File: config.mk
export PLATFORM = sky130hd
export DESIGN_NAME = mld_ctrl
export DESIGN_NICKNAME = d
export VERILOG_FILES = /design/src/sv/mld_pkg.sv /design/src/sv/mld_ctrl.sv
export SDC_FILE = /design/constraint.sdc
export NUM_CORES = 1
export LEC_CHECK = 0
export ABC_AREA = 1
export BUFFER_PORTS_ARGS = -buffer_cell sky130_fd_sc_hd__buf_2
export CAP_MARGIN = 20
export CORE_MARGIN = 3
export CORE_UTILIZATION = 45
export DETAILED_ROUTE_END_ITERATION = 16
export PLACE_DENSITY = 0.71
export SKIP_CTS_REPAIR_TIMING = 1
export SLEW_MARGIN = 20
export SYNTH_ARGS = -nofsm -noshare
export SYNTH_HDL_FRONTEND = slang
export SYNTH_SLANG_ARGS = --single-unit
File: constraint.sdc
create_clock -name clk_i -period 1.1 [get_ports clk_i]
set_input_delay 0.22 -clock clk_i [delete_from_list [all_inputs] [get_ports clk_i]]
set_output_delay 0.22 -clock clk_i [all_outputs]
set_load 0.02 [all_outputs]
File: src/sv/mld_pkg.sv
package mld_pkg;

  localparam int NumChannels = 8;
  localparam int NumBands    = 5;
  localparam int RefLength   = 250;

  // The reference table has two entries per sample step, so a whole turn is 2*RefLength.
  localparam int RefFull    = 2 * RefLength;
  localparam int RefQuarter = RefFull / 4;

  localparam int ChanW   = 3;
  localparam int SampleW = 24;
  localparam int CoefW   = 16;
  localparam int AccW    = 32;
  localparam int AmpW    = 25;
  localparam int PhW     = 16;
  localparam int RefW    = 16;
  localparam int CfgIdxW = 3;

  localparam int BandW = $clog2(NumBands);
  localparam int AddrW = $clog2(NumChannels * NumBands);
  localparam int Depth = NumChannels * NumBands;
  localparam int PosW  = $clog2(RefLength);
  localparam int MW    = $clog2(RefFull);
  localparam int JW    = $clog2(RefQuarter);

  localparam int InW  = ((ChanW + SampleW + 7) / 8) * 8;
  localparam int OutW = ((ChanW + NumBands * (AmpW + PhW) + 7) / 8) * 8;

  localparam int MulW    = 33;
  localparam int ProdW   = 2 * MulW;
  localparam int DiffW   = 41;
  localparam int SumW    = 64;
  localparam int RootW   = 32;
  localparam int RemW    = 36;
  localparam int CordicW = 60;
  localparam int CordicSteps = 30;
  localparam int SqrtSteps   = 32;
  localparam int StepW       = 5;

  localparam logic [AmpW-1:0] AmpMax = '1;

  localparam logic [MW-1:0] BandFreq2 [NumBands] = '{9'd5, 9'd12, 9'd20, 9'd40, 9'd80};
  localparam logic [CoefW-1:0] CoefReset [NumBands] =
    '{16'd60776, 16'd60776, 16'd60776, 16'd50972, 16'd39644};

  // Arc tangent of 2^-k, with a whole turn equal to 2^32.
  localparam logic [31:0] AtanTurn [CordicSteps] = '{
    32'd536870912, 32'd316933406, 32'd167458907, 32'd85004756, 32'd42667331,
    32'd21354465, 32'd10679838, 32'd5340245, 32'd2670163, 32'd1335087,
    32'd667544, 32'd333772, 32'd166886, 32'd83443, 32'd41722, 32'd20861,
    32'd10430, 32'd5215, 32'd2608, 32'd1304, 32'd652, 32'd326, 32'd163,
    32'd81, 32'd41, 32'd20, 32'd10, 32'd5, 32'd3, 32'd1
  };

  localparam logic [63:0] Q30One    = 64'd1073741824;
  localparam logic [63:0] HalfPiQ30 = 64'd1686629713;
  localparam logic [63:0] TaylorDen [6] =
    '{64'd156, 64'd110, 64'd72, 64'd42, 64'd20, 64'd6};

  typedef logic [RefW-2:0] qrom_t [RefQuarter];

  // Magnitude of the sine over one quarter wave. The odd quadrants run the angle
  // backward from the quarter point, which rounds differently, so they get a table of their own.
  function automatic qrom_t build_qrom(input logic odd);
    qrom_t rom;
    logic [63:0] r;
    logic [63:0] x;
    logic [63:0] x2;
    logic [63:0] t;
    logic [63:0] s;
    logic [63:0] v;
    for (int j = 0; j < RefQuarter; j++) begin
      r = (64'(j) << 32) / RefFull;
      if (odd) r = Q30One - r;
      x  = (r * HalfPiQ30) >> 30;
      x2 = (x * x) >> 30;
      t  = Q30One;
      for (int k = 0; k < 6; k++) t = Q30One - ((x2 * t) >> 30) / TaylorDen[k];
      s = (x * t) >> 30;
      v = (s + 64'd16384) >> 15;
      if (v > 64'd32767) v = 64'd32767;
      rom[j] = v[RefW-2:0];
    end
    return rom;
  endfunction

  localparam qrom_t SinEven = build_qrom(1'b0);
  localparam qrom_t SinOdd  = build_qrom(1'b1);

  typedef enum logic [3:0] {
    OpNone, OpStart, OpRead, OpRef, OpMulP, OpDiff, OpMulLo, OpAddLo,
    OpAddHi, OpClamp, OpSqI, OpSqQ, OpSum, OpIter, OpStore, OpFinish
  } mld_op_e;

  typedef struct packed {
    mld_op_e          op;
    logic             sel;
    logic [BandW-1:0] band;
  } mld_cmd_t;

  typedef struct packed {
    logic iter_busy;
    logic out_free;
  } mld_stat_t;

endpackage

File: src/sv/mld_ctrl.sv
module mld_ctrl (
  input  logic                clk_i,
  input  logic                rst_ni,
  input  logic                in_valid_i,
  output logic                in_ready_o,
  output mld_pkg::mld_cmd_t   cmd_o,
  input  mld_pkg::mld_stat_t  stat_i
);
  import mld_pkg::*;

  localparam logic [3:0] SIdle  = 4'd0;
  localparam logic [3:0] SRead  = 4'd1;
  localparam logic [3:0] SRef   = 4'd2;
  localparam logic [3:0] SMulP  = 4'd3;
  localparam logic [3:0] SDiff  = 4'd4;
  localparam logic [3:0] SMulLo = 4'd5;
  localparam logic [3:0] SAddLo = 4'd6;
  localparam logic [3:0] SAddHi = 4'd7;
  localparam logic [3:0] SClamp = 4'd8;
  localparam logic [3:0] SSqI   = 4'd9;
  localparam logic [3:0] SSqQ   = 4'd10;
  localparam logic [3:0] SSum   = 4'd11;
  localparam logic [3:0] SIter  = 4'd12;
  localparam logic [3:0] SWait  = 4'd13;
  localparam logic [3:0] SStore = 4'd14;
  localparam logic [3:0] SFin   = 4'd15;

  logic [3:0]       state_q, state_d;
  logic             sel_q, sel_d;
  logic [BandW-1:0] band_q, band_d;

  always_comb begin
    state_d = state_q;
    sel_d   = sel_q;
    band_d  = band_q;
    cmd_o.op   = OpNone;
    cmd_o.sel  = sel_q;
    cmd_o.band = band_q;
    unique case (state_q)
      SIdle: begin
        if (in_valid_i) begin
          cmd_o.op = OpStart;
          state_d  = SRead;
          band_d   = '0;
          sel_d    = 1'b0;
        end
      end
      SRead: begin
        cmd_o.op = OpRead;
        state_d  = SRef;
      end
      SRef: begin
        cmd_o.op = OpRef;
        state_d  = SMulP;
      end
      SMulP: begin
        cmd_o.op = OpMulP;
        state_d  = SDiff;
      end
      SDiff: begin
        cmd_o.op = OpDiff;
        state_d  = SMulLo;
      end
      SMulLo: begin
        cmd_o.op = OpMulLo;
        state_d  = SAddLo;
      end
      SAddLo: begin
        cmd_o.op = OpAddLo;
        state_d  = SAddHi;
      end
      SAddHi: begin
        cmd_o.op = OpAddHi;
        state_d  = SClamp;
      end
      SClamp: begin
        // The in-phase pass is followed by the quadrature pass.
        cmd_o.op = OpClamp;
        sel_d    = !sel_q;
        state_d  = sel_q ? SSqI : SMulP;
      end
      SSqI: begin
        cmd_o.op = OpSqI;
        state_d  = SSqQ;
      end
      SSqQ: begin
        cmd_o.op = OpSqQ;
        state_d  = SSum;
      end
      SSum: begin
        cmd_o.op = OpSum;
        state_d  = SIter;
      end
      SIter: begin
        cmd_o.op = OpIter;
        state_d  = SWait;
      end
      SWait: begin
        if (!stat_i.iter_busy) state_d = SStore;
      end
      SStore: begin
        cmd_o.op = OpStore;
        if (band_q == BandW'(NumBands - 1)) begin
          state_d = SFin;
        end else begin
          band_d  = band_q + 1'b1;
          state_d = SRead;
        end
      end
      SFin: begin
        if (stat_i.out_free) begin
          cmd_o.op = OpFinish;
          state_d  = SIdle;
        end
      end
      default: state_d = SIdle;
    endcase
  end

  always_ff @(posedge clk_i or negedge rst_ni) begin
    if (!rst_ni) begin
      state_q <= SIdle;
      sel_q   <= 1'b0;
      band_q  <= '0;
    end else begin
      state_q <= state_d;
      sel_q   <= sel_d;
      band_q  <= band_d;
    end
  end

  assign in_ready_o = state_q == SIdle;

endmodule

==> results.rst, run 1 <==
.. list-table::
   :header-rows: 1

   * - Metric
     - Value
   * - Result of the run
     - finished with violations
   * - Violations in the final reports
     - setup timing
   * - Final total power
     - 3.01 mW
   * - Crit path capture type
     - output pin
   * - Die footprint
     - 0.00182 sq mm
   * - Number of buffers on the longest clock path
     - 2
   * - Synthesized area divided by synthesized cell count
     - 6.65 sq um
   * - Count of boundary I/O pins
     - 14
   * - Data required time at the worst endpoint
     - 880 ps
   * - Number of pins exceeding their max-slew limit in the final report
     - 0
   * - P_leak
     - 0.588 nW
   * - Maximum fanout count along the critical path
     - 4
   * - Met2 usage in global routing
     - 32.3%
   * - Setup slack of the worst register-to-register path
     - -390 ps
   * - Total clock buffers created by CTS
     - 3
   * - Maximum number of pins on one net before global-route repair
     - 9
   * - Routed wire length per instance
     - 16.4 um
   * - Ratio of cells with drive above 1 in the final layout
     - 59.4%
   * - Final layout net count
     - 136
   * - Overall fraction of global-route tracks in use
     - 20.6%
   * - Cell type with the largest total area after synthesis
     - sky130_fd_sc_hd__dfrtp_1
   * - Source of the worst register-to-register timing path
     - state_q[2]
   * - Power Dens Cells
     - 2770 mW/mm^2
   * - Sequential element share of the synthesized area
     - 33.1%
   * - Worst setup path category
     - reg2out
   * - Number of distinct standard cells referenced by the synthesized netlist
     - 20
   * - Via count of the first global-routing pass
     - 665
   * - DRC marker count from the first detailed-route iteration
     - 31
   * - Total number of H-tree levels
     - 1
   * - Clock root buffer master
     - sky130_fd_sc_hd__clkbuf_4
   * - Global-route wire length before repair
     - 2.75 mm
   * - Crit Reg-Reg Endpoint
     - band_q[0]
   * - Portion of synthesized cell area occupied by the leading cell type
     - 33.1%
   * - Vias per inst
     - 5.61
   * - Final ANT Viol Nets
     - 0
   * - Die boundary height
     - 42.7 um
   * - Cell depth of the worst min-delay path
     - 4
   * - Number of antenna violations at the first check in global routing
     - 0
   * - Worst rel slew slack
     - 74.7%
   * - Synthesized netlist net count
     - 98
   * - GR Util met1
     - 24.9%
   * - Initial Utilization
     - 51.1%
   * - Time the worst path needs with I/O delays and setup
     - 1710 ps
   * - Worst-Margin Slew
     - 375 ps
   * - Count of max-cap constraint violations
     - 0
   * - Clock latency at the later pin of the worst-skew pair
     - 270 ps
   * - Unrepaired setup endpoints after global routing
     - yes
   * - Remaining routing DRC violations
     - 0
   * - Origin of the worst min-delay path
     - in_valid_i
   * - Routed via count
     - 796
   * - Clock tree from TritonCTS
     - built
   * - Antenna cell count
     - 0
   * - Worst min path class
     - in2reg
   * - Detailed placement HPWL
     - 1.32 mm
   * - Netlist area before placement
     - 606 sq um
   * - Critical Path AT
     - 1490 ps
   * - Post-synthesis instance total
     - 91
   * - FP Rows
     - 12
   * - Setup Viol. Count Final
     - 15
   * - Largest cells by area after synthesis
     - sky130_fd_sc_hd__dfrtp_1, sky130_fd_sc_hd__nand2_1, sky130_fd_sc_hd__inv_1
   * - WL final
     - 2.33 mm
   * - Final hold vios
     - 0
   * - Reg2Reg Depth
     - 9
   * - Synthesis-to-layout area growth
     - 79.8%
   * - Buffers on Ports
     - 13
   * - Worst Clk Skew
     - 7.15 ps
   * - Number of warnings printed during yosys synthesis
     - 0
   * - Hold Crit Endpoint
     - sel_q
   * - CTS clk-pin slew, worst paths
     - 60 ps
   * - Final weighted congestion in routability-driven placement
     - 0.845
   * - Worst setup slack after placement
     - -272 ps
   * - Max Fclk
     - 586 MHz
   * - Clock Sinks
     - 8
   * - Die width
     - 42.7 um
   * - Sum of overflow across all layers after global routing
     - 0
   * - Met3 global-route usage
     - 8.90%
   * - First-pass iteration count of the detailed router
     - 5
   * - Type of element launching the critical path
     - register
   * - Max rail drop VDD
     - 1.71 mV
   * - Final Cycle Share
     - 155%
   * - Most crowded layer after global routing
     - met2
   * - Core Footprint
     - 0.00119 sq mm
   * - Fin worst setup slack
     - -606 ps
   * - Flip-flop and latch count after synthesis
     - 8
cell type report:
type / instances / area, sq um
clock buffer: 4 / 26.3
multi-input combinational: 65 / 480
tap: 14 / 17.5
sequential: 8 / 206
fill: 51 / 97.6
timing repair buffer: 34 / 289
inverter: 17 / 68.8
power by group:
| part | total [mW] | switching, mW | internal [mW] |
|---|---|---|---|
| Combinational | 2.17 | 1.18 | 0.993 |
| Sequential | 0.574 | 0.179 | 0.395 |
| Clock | 0.263 | 0.123 | 0.140 |
routing by layer:
| layer | part of all wire (%) | vias to the layer above | wire, um |
|---|---|---|---|
| met1 | 38 | 381 | 885 |
| met3 | 7.9 | 14 | 184 |
| li1 | - | 359 | - |
| met5 | 0 | - | 0 |
| met2 | 49 | 42 | 1150 |
| met4 | 4.7 | 0 | 110 |
critical path, cell delays in order (launching register included):
cell	delay, ps
sky130_fd_sc_hd__dfrtp_1	410
sky130_fd_sc_hd__buf_4	170
sky130_fd_sc_hd__inv_1	90
sky130_fd_sc_hd__nand2_1	60
sky130_fd_sc_hd__nand2_1	60
sky130_fd_sc_hd__o21ai_0	150
sky130_fd_sc_hd__nand2_2	110
sky130_fd_sc_hd__buf_2	160
cell families after synthesis:
family                     Yosys count  synth area share (%)
AOI/OAI and AO/OA                   11                  10.1
adders and majority gates            2                  4.13
buffers and inverters               18                  11.8
DFF                                  8                  33.1
and+or+nand+nor                     52                  40.9
flip-flops by register name, summed over array words and instances (netlist names):
register  cells
sel_q         1
state_q       4
band_q        3
worst max-delay path by stage:
stage	startpoint	to	slack, ps	depth (start not counted)
5_1_grt	state_q[3]	cmd_o[6]	-690	7
6_report	state_q[3]	cmd_o[6]	-610	7
3_5_place_dp	state_q[1]	cmd_o[4]	-270	5
2_1_floorplan	state_q[2]	cmd_o[5]	-130	4
4_1_cts	state_q[1]	cmd_o[4]	-570	5
3_3_place_gp	state_q[1]	cmd_o[4]	-260	5
cells in the final DEF, fill, tap and decap left out:
cell	netlist	routed
sky130_fd_sc_hd__nand4_1	2	2
sky130_fd_sc_hd__a22oi_2	0	1
sky130_fd_sc_hd__nor2_2	3	3
sky130_fd_sc_hd__dlygate4sd3_1	0	1
sky130_fd_sc_hd__nor2_4	0	4
sky130_fd_sc_hd__clkbuf_1	0	1
sky130_fd_sc_hd__nand3_1	4	3
sky130_fd_sc_hd__nand3_4	1	2
sky130_fd_sc_hd__ha_4	0	1
sky130_fd_sc_hd__inv_4	0	2
sky130_fd_sc_hd__o21ai_0	1	1
sky130_fd_sc_hd__nand2_4	0	4
sky130_fd_sc_hd__a21oi_1	3	2
sky130_fd_sc_hd__inv_2	3	4
sky130_fd_sc_hd__a21oi_4	0	1
sky130_fd_sc_hd__o2111ai_4	0	1
sky130_fd_sc_hd__dfrtp_1	8	3
sky130_fd_sc_hd__ha_2	0	1
sky130_fd_sc_hd__nand2_1	33	24
sky130_fd_sc_hd__o21ai_2	0	1
sky130_fd_sc_hd__nand2_2	2	7
sky130_fd_sc_hd__clkbuf_4	0	3
sky130_fd_sc_hd__buf_4	1	13
sky130_fd_sc_hd__dfrtp_2	0	5
sky130_fd_sc_hd__nand3b_4	0	1
sky130_fd_sc_hd__inv_1	14	11
sky130_fd_sc_hd__buf_2	0	7
sky130_fd_sc_hd__o21ai_1	5	4
sky130_fd_sc_hd__buf_6	0	13
sky130_fd_sc_hd__nand3_2	1	1
sky130_fd_sc_hd__or2_2	1	1
synthesized netlist by cell type:
library cell and instances:
sky130_fd_sc_hd__dfrtp_1 8, sky130_fd_sc_hd__nand3_2 1, sky130_fd_sc_hd__nor2_1 4, sky130_fd_sc_hd__nand2_1 33
sky130_fd_sc_hd__or2_2 1, sky130_fd_sc_hd__nand4_1 2, sky130_fd_sc_hd__o21ai_1 5, sky130_fd_sc_hd__a21oi_1 3
sky130_fd_sc_hd__a22oi_1 1, sky130_fd_sc_hd__inv_1 14, sky130_fd_sc_hd__ha_1 2, sky130_fd_sc_hd__o21ai_0 1
sky130_fd_sc_hd__nand3_1 4, sky130_fd_sc_hd__inv_2 3, sky130_fd_sc_hd__nand2_2 2, sky130_fd_sc_hd__buf_4 1
sky130_fd_sc_hd__nor2_2 3, sky130_fd_sc_hd__nand3b_2 1, sky130_fd_sc_hd__o2111ai_1 1, sky130_fd_sc_hd__nand3_4 1
metrics by stage:
stage / cells / util (%) / TNS (ps) / hold WS, ps / instance area, sq um
2_1_floorplan: 91 / - / -839 / -75.6 / 696
3_3_place_gp: 132 / 74.5 / -2390 / 67.8 / 883
3_5_place_dp: 132 / 74.5 / -2720 / 73.3 / 883
4_1_cts: 136 / 76.7 / -4400 / -213 / 910
5_1_grt: 142 / 91.8 / -5750 / 292 / 1090
6_report: 142 / 91.8 / -4860 / 277 / 1090
Note: power is estimated with default switching activity, not from simulation.
==> run 2: changes to the inputs <==
--- a/config.mk
+++ b/config.mk
@@ -5,13 +5,13 @@
 export SDC_FILE = /design/constraint.sdc
 export NUM_CORES = 1
 export LEC_CHECK = 0
-export ABC_AREA = 1
-export BUFFER_PORTS_ARGS = -buffer_cell sky130_fd_sc_hd__buf_2
+export ABC_AREA = 0
 export CAP_MARGIN = 20
-export CORE_MARGIN = 3
-export CORE_UTILIZATION = 45
+export CORE_AREA = 3 3 40 42
 export DETAILED_ROUTE_END_ITERATION = 16
-export PLACE_DENSITY = 0.71
+export DIE_AREA = 0 0 43 45
+export DONT_BUFFER_PORTS = 1
+export PLACE_DENSITY = 0.67
 export SKIP_CTS_REPAIR_TIMING = 1
 export SLEW_MARGIN = 20
 export SYNTH_ARGS = -nofsm -noshare
==> results.rst, run 2 <==
.. list-table::
   :header-rows: 1

   * - Metric
     - Value
   * - Result of the run
     - finished with violations
   * - Violations in the final reports
     - setup timing
   * - Final layout net count
     - 120 (-12%)
   * - Slowest stage delay, CP
     - 420 ps (about the same)
   * - Clock tree from TritonCTS
     - built
   * - Buffers & Inverters on Critical Path
     - 1 (-2)
   * - Detailed placement HPWL
     - 1.28 mm (-3.3%)
   * - GR Util met1
     - 29.5% (+4.7 points)
   * - Hold slack
     - 22.0 ps (-255 ps)
   * - Core Footprint
     - 0.00128 sq mm (+8.3%)
   * - Max rail drop VDD
     - 2.27 mV (+32%)
   * - WL final
     - 2.48 mm (+6.6%)
   * - Type of element launching the critical path
     - register
   * - Die width
     - 43 um (+0.74%)
   * - FP Rows
     - 13 (+1)
   * - Sequential element share of the synthesized area
     - 30.3% (-2.8 points)
   * - Final hold vios
     - 0 (unchanged)
   * - Initial Utilization
     - 51.4% (+0.36 points)
   * - Maximum fanout count along the critical path
     - 3 (-1)
   * - Compound-cell area share of the yosys netlist
     - 27.1% (+17 points)
   * - Dominant register cell in the synthesized netlist
     - sky130_fd_sc_hd__dfrtp_1
   * - Final Cycle Share
     - 149% (-6.3 points)
   * - Via count of the first global-routing pass
     - 619 (-6.9%)
   * - Largest regs
     - state_q: 4 flops, band_q: 3 flops, sel_q: 1 flops
   * - Flip-flop and latch count after synthesis
     - 8 (unchanged)
   * - Worst rel slew slack
     - 73.4% (-1.3 points)
   * - Cell chain of the critical path
     - buf_6 -> or3_4 -> a21oi_4 -> nor3_4
   * - Clock root buffer master
     - sky130_fd_sc_hd__clkbuf_4
   * - Most crowded layer after global routing
     - met1
   * - Overall fraction of global-route tracks in use
     - 20.8% (+0.21 points)
   * - Xor/xnor cell area share of the yosys netlist
     - 1.33% (+1.3 points)
   * - Met2 usage in global routing
     - 29.0% (-3.3 points)
   * - Remaining routing DRC violations
     - 0 (unchanged)
   * - Power Dens Cells
     - 3750 mW/mm^2 (+36%)
   * - Cell class contributing the biggest share of worst-path delay
     - flip-flops
   * - Final weighted congestion in routability-driven placement
     - 0.866 (+2.5%)
   * - Worst setup path category
     - reg2out
   * - Buffers on Ports
     - 0 (-13)
   * - Top library cells by usage in the layout, fill and taps aside
     - sky130_fd_sc_hd__buf_4, sky130_fd_sc_hd__buf_6, sky130_fd_sc_hd__inv_2, sky130_fd_sc_hd__dfrtp_2, sky130_fd_sc_hd__o21ai_2
   * - Data required time at the worst endpoint
     - 880 ps (about the same)
   * - Total clock buffers created by CTS
     - 3 (unchanged)
   * - First-pass iteration count of the detailed router
     - 4 (-1)
   * - Final ANT Viol Nets
     - 0 (unchanged)
   * - Vias per inst
     - 5.97 (+6.5%)
   * - Count of boundary I/O pins
     - 14 (unchanged)
   * - Cell type with the largest total area after synthesis
     - sky130_fd_sc_hd__dfrtp_1
   * - Worst min path class
     - in2reg
   * - Netlist area before placement
     - 661 sq um (+9.1%)
   * - Number of buffers on the longest clock path
     - 2 (unchanged)
   * - Unrepaired setup endpoints after global routing
     - yes
   * - Total number of H-tree levels
     - 1 (unchanged)
   * - Most frequent standard cell in the layout excluding fill and tap cells
     - sky130_fd_sc_hd__buf_4
   * - Die footprint
     - 0.00194 sq mm (+6.2%)
   * - Number of warnings printed during yosys synthesis
     - 0 (unchanged)
   * - Placed insts
     - 110 (-17%)
   * - Number of distinct standard cells referenced by the synthesized netlist
     - 33 (+65%)
   * - Clock latency at the later pin of the worst-skew pair
     - 270 ps (about the same)
   * - Antenna cell count
     - 0 (unchanged)
   * - Async SR Flop Fraction
     - 100% (unchanged)
   * - Number of pins exceeding their max-slew limit in the final report
     - 0 (unchanged)
   * - Most instantiated library cell after synthesis
     - sky130_fd_sc_hd__dfrtp_1
   * - Global-route wire length before repair
     - 2.99 mm (+8.8%)
   * - Post-synthesis instance total
     - 79 (-13%)
   * - Fin worst setup slack
     - -537 ps (+68.9 ps)
   * - Routed wire length per instance
     - 19.5 um (+19%)
   * - Crit path capture type
     - output pin
   * - Critical Path AT
     - 1420 ps (-70 ps)
   * - Ratio of cells with drive above 1 in the final layout
     - 66.1% (+6.7 points)
   * - Met3 global-route usage
     - 6.37% (-2.5 points)
   * - Number of antenna violations at the first check in global routing
     - 0 (unchanged)
   * - Max Fclk
     - 611 MHz (+4.2%)
   * - Synthesis-to-layout area growth
     - 77.7%
   * - Number of flip-flops in the largest register
     - 4 (unchanged)
   * - Worst Clk Skew
     - 2.82 ps (-4.33 ps)
   * - Synthesized netlist net count
     - 86 (-12%)
   * - Worst-Margin Slew
     - 398 ps (+22.6 ps)
   * - Setup Viol. Count Final
     - 14 (-1)
   * - Combinational family with the most area after synthesis
     - compound AO/OA/AOI/OAI gates
   * - Time the worst path needs with I/O delays and setup
     - 1640 ps (-68.9 ps)
   * - Area share of fa/ha/maj cells after synthesis
     - 3.79% (-0.34 points)
   * - Slowest cell on the critical path
     - sky130_fd_sc_hd__dfrtp_1
   * - Post-synth EDFFs
     - 0 (unchanged)
   * - Post-synth top cells
     - sky130_fd_sc_hd__dfrtp_1, sky130_fd_sc_hd__a21oi_1, sky130_fd_sc_hd__inv_1, sky130_fd_sc_hd__nand2_1, sky130_fd_sc_hd__o21ai_1
   * - Count of max-cap constraint violations
     - 0 (unchanged)
   * - Die boundary height
     - 45 um (+5.4%)
   * - Simple logic cell fraction of the synthesized area
     - 23.9% (-17 points)
   * - End-of-flow core utilization
     - 91.3% (-0.44 points)
   * - Share of cell area taken by muxes after synthesis
     - 3.22% (+3.2 points)
   * - Non-filler instance count after layout
     - 127 (-11%)
   * - Sum of overflow across all layers after global routing
     - 0 (unchanged)
   * - Portion of synthesized cell area occupied by the leading cell type
     - 30.3% (-2.8 points)
   * - Largest register by flop count
     - state_q
   * - Clock Sinks
     - 8 (unchanged)
   * - Routed via count
     - 758 (-4.8%)
   * - Maximum number of pins on one net before global-route repair
     - 14 (+5)
   * - Synthesized area divided by synthesized cell count
     - 8.36 sq um (+26%)
   * - Final setup TNS
     - -4330 ps (+536 ps)
   * - DRC marker count from the first detailed-route iteration
     - 12 (-61%)
   * - P_leak
     - 0.527 nW (-10%)
   * - Largest cells by area after synthesis
     - sky130_fd_sc_hd__dfrtp_1, sky130_fd_sc_hd__a21oi_1, sky130_fd_sc_hd__a22o_1
   * - CTS clk-pin slew, worst paths
     - 60 ps (about the same)
-- run 2: changes by cell type after synthesis, moves of 4 or more --
cell	before	now
sky130_fd_sc_hd__buf_2	0	4
sky130_fd_sc_hd__nand2_1	33	5
sky130_fd_sc_hd__a22o_1	0	4
sky130_fd_sc_hd__inv_1	14	5
sky130_fd_sc_hd__a21oi_1	3	7
-- run 2: worst paths after layout --
check / from / cells after the start / to / slack [ps]
hold / removal: in_valid_i / 1 / band_q[2] / 20
setup reg to reg: state_q[1] / 4 / state_q[3] / -340
min in group asynchronous: rst_ni / 1 / state_q[2] / 300
max in group asynchronous: rst_ni / 1 / state_q[3] / 490
setup / recovery: state_q[2] / 4 / cmd_o[4] / -540
hold reg to reg: sel_q / 2 / state_q[3] / 640
-- run 2: routing by layer --
layer	part of all wire [%]	wire (um)	up-vias
li1	-	-	356
met1	44	1100	376
met2	47	1170	19
met3	4.6	115	7
met4	3.6	90	0
met5	0	0	-
-- run 2: cell families (layout without fill, tap and decap cells) --
family	count (synthesis)	count (layout)
compound gates	27	27
xor+xnor	1	1
fa+ha+maj	2	2
buf+inv	14	47
flops	8	8
mux	2	2
simple gates	25	25
-- run 2: power breakdown --
part,switching [mW],total (mW),internal [mW]
logic,1.68,3.46,1.78
clock network,0.126,0.267,0.141
registers,0.221,0.678,0.457
total,2.03,4.40,2.37
-- run 2: layout make-up --
cell class	instances	area [sq um]
inverters	6	22.5
flip-flops and latches	8	206
repair buffers	37	347
clock buffers	4	26.3
well taps	15	18.8
multi-input cells	57	553
fillers	53	111
-- run 2: through the flow --
stage	cell area [sq um]	total power, mW	worst slack [ps]
final	1170	4.40	-537
after global routing	1170	4.67	-584
after CTS	887	3.18	-533
after detailed placement	861	2.91	-247
after global placement	861	2.87	-251
after floorplan	741	2.31	-335
==> run 3: changes to the inputs <==
--- a/config.mk
+++ b/config.mk
@@ -7,11 +7,15 @@
 export LEC_CHECK = 0
 export ABC_AREA = 0
 export CAP_MARGIN = 20
-export CORE_AREA = 3 3 40 42
+export CELL_PAD_IN_SITES_DETAIL_PLACEMENT = 1
+export CELL_PAD_IN_SITES_GLOBAL_PLACEMENT = 1
+export CORE_ASPECT_RATIO = 0.8
+export CORE_MARGIN = 3
+export CORE_UTILIZATION = 39
+export CTS_BUF_LIST = sky130_fd_sc_hd__clkbuf_4 sky130_fd_sc_hd__clkbuf_8 sky130_fd_sc_hd__clkbuf_16
 export DETAILED_ROUTE_END_ITERATION = 16
-export DIE_AREA = 0 0 43 45
 export DONT_BUFFER_PORTS = 1
-export PLACE_DENSITY = 0.67
+export PLACE_DENSITY_LB_ADDON = 0.1
 export SKIP_CTS_REPAIR_TIMING = 1
 export SLEW_MARGIN = 20
 export SYNTH_ARGS = -nofsm -noshare
==> constraint.sdc (replaced) <==
create_clock -name clk_i -period 1.1 [get_ports clk_i]
set_input_delay 0.11 -clock clk_i [delete_from_list [all_inputs] [get_ports clk_i]]
set_output_delay 0.11 -clock clk_i [all_outputs]
set_load 0.02 [all_outputs]
==> results.rst, run 3 (synthesis results as in run 2) <==
.. list-table::
   :header-rows: 1

   * - Metric
     - Value
   * - Routed via count
     - 812 (+7.1%)
   * - FP Rows
     - 12 (-1)
   * - Part of the power in the clock network
     - 7.0% (+0.9 points)
   * - Crit Reg-Reg Endpoint
     - band_q[1]
   * - Clock latency at the later pin of the worst-skew pair
     - 280 ps (about the same)
   * - Crit path capture type
     - output pin
   * - Worst rel slew slack
     - 70.2% (-3.2 points)
   * - Hold slack
     - -0.797 ps (-22.8 ps)
   * - Routed wire length per instance
     - 27.0 um (+39%)
   * - Total clock buffers created by CTS
     - 3 (unchanged)
   * - Count of boundary I/O pins
     - 14 (unchanged)
   * - Buffers on Ports
     - 0 (unchanged)
   * - Number of antenna violations at the first check in global routing
     - 0 (unchanged)
   * - Remaining routing DRC violations
     - 0 (unchanged)
   * - WL final
     - 3.49 mm (+41%)
   * - Top library cells by usage in the layout, fill and taps aside
     - sky130_fd_sc_hd__buf_4, sky130_fd_sc_hd__dfrtp_2
   * - Largest regs
     - state_q: 4 flops, band_q: 3 flops, sel_q: 1 flops
   * - Maximum number of pins on one net before global-route repair
     - 13 (-1)
   * - CTS clk-pin slew, worst paths
     - 70 ps (about the same)
   * - Worst setup slack after placement
     - -242 ps (+4.93 ps)
   * - Violations in the final reports
     - hold timing, setup timing
   * - Cell Area, Placed
     - 882 sq um (+2.5%)
   * - Sequential share of power
     - 15.4% (about the same)
   * - Max rail drop VDD
     - 2.41 mV (+6.1%)
   * - Worst setup path category
     - reg2out
   * - Result of the run
     - finished with violations
   * - End-of-flow core utilization
     - 73.0% (-18 points)
   * - Worst-Margin Slew
     - 445 ps (+47.3 ps)
   * - Origin of the worst min-delay path
     - in_valid_i
   * - Unrepaired setup endpoints after global routing
     - yes
   * - Setup Viol. Count Final
     - 13 (-1)
   * - Final total power
     - 4.26 mW (-3.3%)
   * - Type of element launching the critical path
     - register
   * - Setup slack of the worst register-to-register path
     - -450 ps (-110 ps)
   * - Clock tree from TritonCTS
     - built
   * - Clock root buffer master
     - sky130_fd_sc_hd__clkbuf_4
   * - Data required time at the worst endpoint
     - 990 ps (+110 ps)
   * - Final design instance area without fill
     - 0.00108 sq mm (-7.6%)
   * - Sum of overflow across all layers after global routing
     - 0 (unchanged)
   * - Power Dens Cells
     - 3930 mW/mm^2 (+4.7%)
   * - Die width
     - 52.0 um (+21%)
   * - Die footprint
     - 0.00223 sq mm (+15%)
   * - Count of max-cap constraint violations
     - 0 (unchanged)
   * - Final hold vios
     - 1 (+1)
   * - Clock Sinks
     - 8 (unchanged)
   * - Comb power frac
     - 77.6% (-0.9 points)
   * - Total number of H-tree levels
     - 1 (unchanged)
   * - Max Fclk
     - 626 MHz (+2.5%)
   * - Time the worst path needs with I/O delays and setup
     - 1600 ps (-40.7 ps)
   * - DRC marker count from the first detailed-route iteration
     - 29 (+17)
   * - Final layout net count
     - 116 (-3.3%)
   * - Detailed placement HPWL
     - 1.72 mm (+35%)
   * - Die boundary height
     - 42.8 um (-4.9%)
   * - Critical Path AT
     - 1490 ps (+70 ps)
   * - Number of flip-flops in the largest register
     - 4 (unchanged)
   * - Global-route wire length before repair
     - 3.65 mm (+22%)
   * - Internal power summed over all cells
     - 2.08 mW (-12%)
   * - Switching share of total power
     - 51.2% (+5.1 points)
   * - Via count of the first global-routing pass
     - 749 (+21%)
   * - Switching Power
     - 2.18 mW (+7.5%)
   * - Largest register by flop count
     - state_q
   * - Antenna cell count
     - 0 (unchanged)
   * - Final Cycle Share
     - 145% (-3.7 points)
   * - Final setup TNS
     - -4430 ps (-106 ps)
   * - Core Footprint
     - 0.00149 sq mm (+16%)
   * - Number of buffers on the longest clock path
     - 2 (unchanged)
   * - P_leak
     - 0.475 nW (-9.9%)
   * - Reg2Reg Depth
     - 5 (+1)
   * - Most frequent standard cell in the layout excluding fill and tap cells
     - sky130_fd_sc_hd__buf_4
   * - FILL cells
     - 149 (+180%)
   * - Worst min path class
     - in2reg
   * - Maximum fanout count along the critical path
     - 9 (+6)
   * - Hold Crit Endpoint
     - state_q[0]
   * - First-pass iteration count of the detailed router
     - 4 (unchanged)
   * - Overall fraction of global-route tracks in use
     - 22.5% (+1.7 points)
   * - Cell depth of the worst min-delay path
     - 2 (+1)
   * - Number of pins exceeding their max-slew limit in the final report
     - 0 (unchanged)
   * - Worst Clk Skew
     - 7.12 ps (+4.30 ps)
   * - Ratio of cells with drive above 1 in the final layout
     - 64.8% (-1.3 points)
   * - Final ANT Viol Nets
     - 0 (unchanged)
   * - Placed insts
     - 118 (+7.3%)
   * - Synthesis-to-layout area growth
     - 64.2%
   * - Fin worst setup slack
     - -497 ps (+40.7 ps)
   * - Source of the worst register-to-register timing path
     - state_q[2]
   * - Final weighted congestion in routability-driven placement
     - 0.814 (-6.0%)
   * - Non-filler instance count after layout
     - 129 (+1.6%)
   * - Initial Utilization
     - 44.4% (-7.0 points)
   * - Vias per inst
     - 6.29 (+5.5%)
run 3: cell count changes in the layout (fill, tap and decap cells not counted), sizes merged:
cell	delta
buf	-4
clkbuf	-1
dlygate4sd3	+1
run 3: how the worst max path moves through the flow:
stage,from,slack (ps),end
after floorplan,state_q[1],-330,band_q[0]
after global placement,state_q[1],-200,state_q[3]
after detailed placement,state_q[1],-240,band_q[0]
after CTS,state_q[1],-500,cmd_o[5]
after global routing,state_q[1],-550,cmd_o[6]
final,state_q[1],-500,cmd_o[6]
run 3: worst max-delay path, stage by stage, from the launching register on:
cell	delay [ps]
sky130_fd_sc_hd__dfrtp_2	440
sky130_fd_sc_hd__buf_4	180
sky130_fd_sc_hd__buf_4	160
sky130_fd_sc_hd__o21ai_1	180
sky130_fd_sc_hd__a22o_2	240
run 3: final cells by class:
| class | instances | area [sq um] | area share [%] |
|---|---|---|---|
| multi-input cells | 57 | 532 | 49.0 |
| repair buffers | 33 | 265 | 24.5 |
| flip-flops and latches | 8 | 206 | 19.0 |
| clock buffers | 4 | 30.0 | 2.77 |
| well taps | 21 | 26.3 | 2.42 |
| inverters | 6 | 25.0 | 2.31 |
run 3: per-layer routing:
layer / part of all wire (%) / vias to the layer above / track usage (%) / routed length, um
met5: 0 / - / 0 / 0
met4: 4.2 / 0 / 4.71 / 146
met3: 6.0 / 17 / 6.32 / 210
met2: 48 / 41 / 36.1 / 1690
met1: 41 / 407 / 29.7 / 1450
li1: - / 347 / - / -
run 3: power groups by stage:
stage | clock, mW | sequential (mW) | combinational, mW
5_1_grt | 0.305 | 0.664 | 3.49
4_1_cts | 0.295 | 0.614 | 2.45
3_3_place_gp | 0 | 0.602 | 2.35
6_report | 0.300 | 0.655 | 3.31
3_5_place_dp | 0 | 0.617 | 2.44
2_1_floorplan | 0 | 0.656 | 1.63
